`config.mk`:
```
export PLATFORM = sky130hd
export DESIGN_NAME = mfrw_cordic_cell
export DESIGN_NICKNAME = d
export VERILOG_FILES = /design/src/hdl/mfrw_pkg.sv /design/src/hdl/mfrw_cordic_cell.sv
export SDC_FILE = /design/constraint.sdc
export NUM_CORES = 1
export LEC_CHECK = 0
export ABC_AREA = 1
export BUFFER_PORTS_ARGS = -buffer_cell sky130_fd_sc_hd__buf_4
export CORE_MARGIN = 2
export CORE_UTILIZATION = 30
export DETAILED_ROUTE_END_ITERATION = 10
export HOLD_SLACK_MARGIN = 0.12
export MAX_ROUTING_LAYER = met4
export PLACE_DENSITY = 0.52
export SLEW_MARGIN = 15
export SYNTH_ARGS = -nofsm -noshare
export SYNTH_HDL_FRONTEND = slang
export SYNTH_SLANG_ARGS = --single-unit
export TNS_END_PERCENT = 5
```
`constraint.sdc`:
```
create_clock -name i_clk -period 6.2 [get_ports i_clk]
set_input_delay 0.31 -clock i_clk [delete_from_list [all_inputs] [get_ports i_clk]]
set_output_delay 0.31 -clock i_clk [all_outputs]
set_load 0.01 [all_outputs]
```
`src/hdl/mfrw_pkg.sv`:
```
// shared types, widths and constants of the mecanum frame rotate and wheel mix unit
`default_nettype none

package mfrw_pkg;

    // cordic datapath widths (q30 x/y, q20 degrees z)
    localparam int XW        = 32;
    localparam int ZW        = 29;
    localparam int COR_FRAC  = 30;
    localparam int AW        = 19;
    localparam int COR_Z_SHIFT = 12;
    localparam int TABLE_LEN = 24;

    // item field widths
    localparam int VW  = 16;
    localparam int ANW = 18;
    localparam int HW  = 12;
    localparam int RPW = 24;
    localparam int WW  = 16;

    // mix and scaling widths
    localparam int MIX_GUARD       = 4;
    localparam int MIX_SPEED_SHIFT = 10;
    localparam int WPW       = 28;
    localparam int RW        = 33;
    localparam int RPM_SPLIT = 12;
    localparam int PLW       = RW + RPM_SPLIT + 1;
    localparam int PRW       = 58;
    localparam int RPM_SHIFT = 32;
    localparam int QW        = PRW - RPM_SHIFT;

    // configuration register indexes
    localparam int CIW = 8;
    localparam logic [CIW-1:0] CFG_HALF_LENGTH_SUM = 8'd0;
    localparam logic [CIW-1:0] CFG_RPM_PER_SPEED   = 8'd1;

    localparam logic [HW-1:0]  HALF_LENGTH_SUM_RST = 12'd512;
    localparam logic [RPW-1:0] RPM_PER_SPEED_RST   = 24'd614400;

    // angles in q8 degrees
    localparam logic signed [AW-1:0] ANG_HALF    = 19'sd46080;
    localparam logic signed [AW-1:0] ANG_FULL    = 19'sd92160;
    localparam logic signed [AW-1:0] ANG_QUARTER = 19'sd23040;

    // cordic gain 0.60725293 in q30
    localparam logic signed [XW-1:0] COR_GAIN = 32'sd652032874;

    localparam logic signed [WW-1:0] WHEEL_MAX = 16'sh7fff;
    localparam logic signed [WW-1:0] WHEEL_MIN = 16'sh8000;

    typedef struct packed {
        logic signed [XW-1:0] x;
        logic signed [XW-1:0] y;
        logic signed [ZW-1:0] z;
        logic signed [VW-1:0] vx;
        logic signed [VW-1:0] vy;
        logic signed [VW-1:0] vw;
        logic                 neg;
    } t_rot;

    typedef struct packed {
        logic signed [WW-1:0] fl;
        logic signed [WW-1:0] fr;
        logic signed [WW-1:0] rl;
        logic signed [WW-1:0] rr;
        logic                 clipped;
    } t_wheels;

    // atan(2^-i) in degrees, q20
    function automatic logic signed [ZW-1:0] atan_deg(input logic [4:0] idx);
        logic signed [ZW-1:0] v;
        case (idx)
            5'd0:  v = 29'sd47185920;
            5'd1:  v = 29'sd27855475;
            5'd2:  v = 29'sd14718068;
            5'd3:  v = 29'sd7471121;
            5'd4:  v = 29'sd3750058;
            5'd5:  v = 29'sd1876857;
            5'd6:  v = 29'sd938658;
            5'd7:  v = 29'sd469357;
            5'd8:  v = 29'sd234682;
            5'd9:  v = 29'sd117342;
            5'd10: v = 29'sd58671;
            5'd11: v = 29'sd29335;
            5'd12: v = 29'sd14668;
            5'd13: v = 29'sd7334;
            5'd14: v = 29'sd3667;
            5'd15: v = 29'sd1833;
            5'd16: v = 29'sd917;
            5'd17: v = 29'sd458;
            5'd18: v = 29'sd229;
            5'd19: v = 29'sd115;
            5'd20: v = 29'sd57;
            5'd21: v = 29'sd29;
            5'd22: v = 29'sd14;
            5'd23: v = 29'sd7;
            default: v = '0;
        endcase
        return v;
    endfunction

endpackage

`default_nettype wire

```
`src/hdl/mfrw_cordic_cell.sv`:
```
// one registered cordic rotation cell with its own valid/ready stage
`default_nettype none

module mfrw_cordic_cell #(
    parameter int STAGE = 0
) (
    input  wire               i_clk,
    input  wire               i_rst_n,
    input  wire               i_valid,
    output logic              o_ready,
    input  mfrw_pkg::t_rot    i_data,
    output logic              o_valid,
    input  wire               i_ready,
    output mfrw_pkg::t_rot    o_data
);

    localparam logic signed [mfrw_pkg::ZW-1:0] ATAN = mfrw_pkg::atan_deg(5'(STAGE));

    logic                              r_valid;
    mfrw_pkg::t_rot                    r_data;
    mfrw_pkg::t_rot                    n_data;
    logic signed [mfrw_pkg::XW-1:0]    w_dx;
    logic signed [mfrw_pkg::XW-1:0]    w_dy;

    assign o_ready = ~r_valid | i_ready;

    always_comb begin
        w_dx   = $signed(i_data.y) >>> STAGE;
        w_dy   = $signed(i_data.x) >>> STAGE;
        n_data = i_data;
        if (!i_data.z[mfrw_pkg::ZW-1]) begin
            n_data.x = i_data.x - w_dx;
            n_data.y = i_data.y + w_dy;
            n_data.z = i_data.z - ATAN;
        end else begin
            n_data.x = i_data.x + w_dx;
            n_data.y = i_data.y - w_dy;
            n_data.z = i_data.z + ATAN;
        end
    end

    always_ff @(posedge i_clk) begin
        if (!i_rst_n) begin
            r_valid <= 1'b0;
        end else if (o_ready) begin
            r_valid <= i_valid;
        end
    end

    always_ff @(posedge i_clk) begin
        if (o_ready) begin
            r_data <= n_data;
        end
    end

    assign o_valid = r_valid;
    assign o_data  = r_data;

endmodule

`default_nettype wire

```
==> impl_results.md <==
- Sw power: 1192 µW
- Detailed placer's ending HPWL: approximately 34 mm
- Die boundary width: 204.0 µm
- Asr flop ratio synth: 0%
- Endpoints failing setup: 0
- Via/cell ratio: 4.650
- Final net count: 2,315
- Synth cell types: 36
- Vias: 12.10k
- # H-tree levels: 4
- Resized cells post-CTS: 0
- Share of layout cells above drive strength 1: 17.14%
- Crit path time final: 2.131 ns
- Max Transition Viols Final: 0
- Pleak: 0.008447 µW
- Slew headroom: 34.63%
- 1st-pass router iterations: 6
- Fin. Hold Viols: 0
- Tcrit/Tclk final: 34.37%
- # DRC: 0
- Initial Util: 30.26%
- CTS tree: built
- Flop pwr share: 35.7%
- Port bufs: 289
- Largest area contributor in the netlist: edfxtp_1
- Area Overhead vs Synth: 32.68%
- Vias in the first global route: about 12k
- Diode count: 0
- Post-synthesis sequential area ratio: 35.46%
- Synth Instances: 1,725
- Commonest cells after routing, fill and taps aside: nand2_1 (610), inv_1 (330), buf_4 (292)
- Crit path capture type: output port
- Fin Setup TNS: 0 ns
- Yosys top cell area share: a little over a third
- Hold Path Class: input pin to flop
- MaxCap Viol Count: 0
- Commonest non-fill, non-tap cell in the layout: nand2_1
- CP arrival: 1.82 ns
- Status: finished clean
- Largest net degree at the start of global routing: 79
- Fin area: 0.01592 mm²
- Die span in y: 204.0 µm
- Peak supply drop: 0.0001456 V
- Sw frac: between 30% and 40%
- DP Area: between 0.01 and 0.015 mm²
- Post-DR wirelength/cell: 16.31 µm
- Clk network pwr share: 31.3%
- Syn_area_per_cell: 6.954 µm²
- Rows: 73
- Multi-input logic area: 0.006247 mm²
- CP Launch Type: flop
- First-pass GRT wire length: 64.31 mm
- Logic pwr share: 33.0%
- Initial antenna violation count: 0
- Worst Skew: between 0.006 and 0.007 ns
- Worst-path fanout max: 78
- Worst-skew pair later-pin latency: roughly 0.45 ns
- Setup CP Type: flop to output port
- CTS Root Buffer Type: clkbuf_16
- Initial DRC count: 767
- Top-Level Pins: slightly below 300
- DRT Wirelength: 42.44 mm
- Register Area: 0.004254 mm²
- Post-synthesis instance area: 0.01200 mm²
- Required time of the critical path: 5.89 ns
- Filler Cells Inserted: 4,097
- RSZ-0062 raised after global routing: false
- Clock Pin Slew Worst Setup and Hold Paths: 0.06 ns
- Synth Register Bits: about 140
- Die area: 0.04160 mm²
- Main synth FF type: edfxtp_1
- Synth area leaders: edfxtp_1 (35%), nand2_1 (19%), ha_1 (11%)
- Gpl congestion: about 0.95
- Clock Path Buffers: 2
- Tightest Pin Transition: 0.9806 ns
- Post-CTS Hold Buffers: 69
- PwrDens: 219.0 mW/mm²
- GRT Overall Usage: between 20% and 30%
- DRT antenna net count: 0
- CTS Buf Count: 17
- Max Fclk: 469.3 MHz
- GR Overflow Total: 0
- # clock sinks: 142
- Setup Buffers After CTS: 0
- Syn. warnings: 0
- Post-synth net total: 1,976
- Internal power: approximately 2300 µW
- Core area: 0.03964 mm²
- Post-synth EDFFs: roughly 140
-- worst max-delay path: stages (launching register included) --
cell and delay (ns):
dfxtp_1 0.34, nand2_4 0.07, buf_4 0.70, buf_4 0.25
-- cell usage after synthesis (11+ instances only) --
| master | n |
|---|---|
| nand3_1 | 155 |
| nor2_1 | 105 |
| inv_1 | 331 |
| o21ai_0 | 37 |
| o21bai_1 | 11 |
| edfxtp_1 | 141 |
| buf_2 | 18 |
| a21oi_1 | 71 |
| xor2_1 | 30 |
| ha_1 | 101 |
| nand2_1 | 611 |
| buf_4 | 16 |
| nand4_1 | 20 |
| nand2_2 | 12 |
-- cell families after synthesis --
group / after synthesis / share of synthesized area [%]
and+or+nand+nor: 929 / 32.21
buffers and inverters: 378 / 12.52
DFF: 142 / 35.46
AOI/OAI and AO/OA: 141 / 6.415
adders and majority gates: 105 / 11.20
xor gates and xnor gates: 30 / 2.190
-- registers in the layout, summed over array words and instances (netlist names) --
signal / flops
o_valid: 1
o_data: 141
-- through the flow --
step / utilization, % / hold slack, ns / std cells / power [µW] / setup slack [ns]
global placement: 36.87 / 0.4884 / 2501 / 2372 / 3.694
finish: 40.15 / 0.1550 / 2602 / 3486 / 4.069
global route: 40.15 / 0.1365 / 2602 / 3691 / 3.902
floorplan: - / 0.4089 / 1725 / 1889 / 2.222
detailed placement: 36.87 / 0.4893 / 2501 / 2378 / 3.676
CTS: 40.15 / 0.1248 / 2602 / 3518 / 3.992
-- worst paths after layout --
kind                             start                   end  slack (ns)  cells past startpoint
setup / recovery  o_valid$_SDFFE_PN0P_               o_ready        4.07                      3
hold / removal                 i_rst_n  o_valid$_SDFFE_PN0P_        0.16                      2
setup reg to reg  o_valid$_SDFFE_PN0P_  o_valid$_SDFFE_PN0P_        4.62                      3
hold reg to reg   o_valid$_SDFFE_PN0P_  o_data[45]$_DFFE_PP_        1.11                      2
-- power groups by stage --
stage                     logic (µW)  registers (µW)  clock network (µW)
final                           1150            1240                1090
after global routing            1280            1260                1160
after CTS                       1150            1250                1120
after detailed placement        1110            1270                   0
after global placement          1110            1270                   0
after floorplan                  566            1320                   0
-- per-layer routing --
| metal | global-route usage, % | vias up | routed length, µm | share of wire [%] |
|---|---|---|---|---|
| met1 | 25.02 | 5540 | 18480 | 44 |
| met3 | 3.268 | 75 | 2688 | 6.3 |
| li1 | - | 6065 | - | - |
| met5 | - | - | 0 | 0 |
| met2 | 35.29 | 418 | 19910 | 47 |
| met4 | 8.282 | 0 | 1363 | 3.2 |
-- layout make-up --
class                      count  share of cell area, %
multi-input combinational   1205                  39.25
clock inverter                14                  1.132
clock buffer                  18                  2.697
tap                          525                  4.127
sequential                   142                  26.73
timing repair buffer         361                  18.11
inverter                     337                  7.948
No activity file was read; power rests on OpenSTA's default activity.
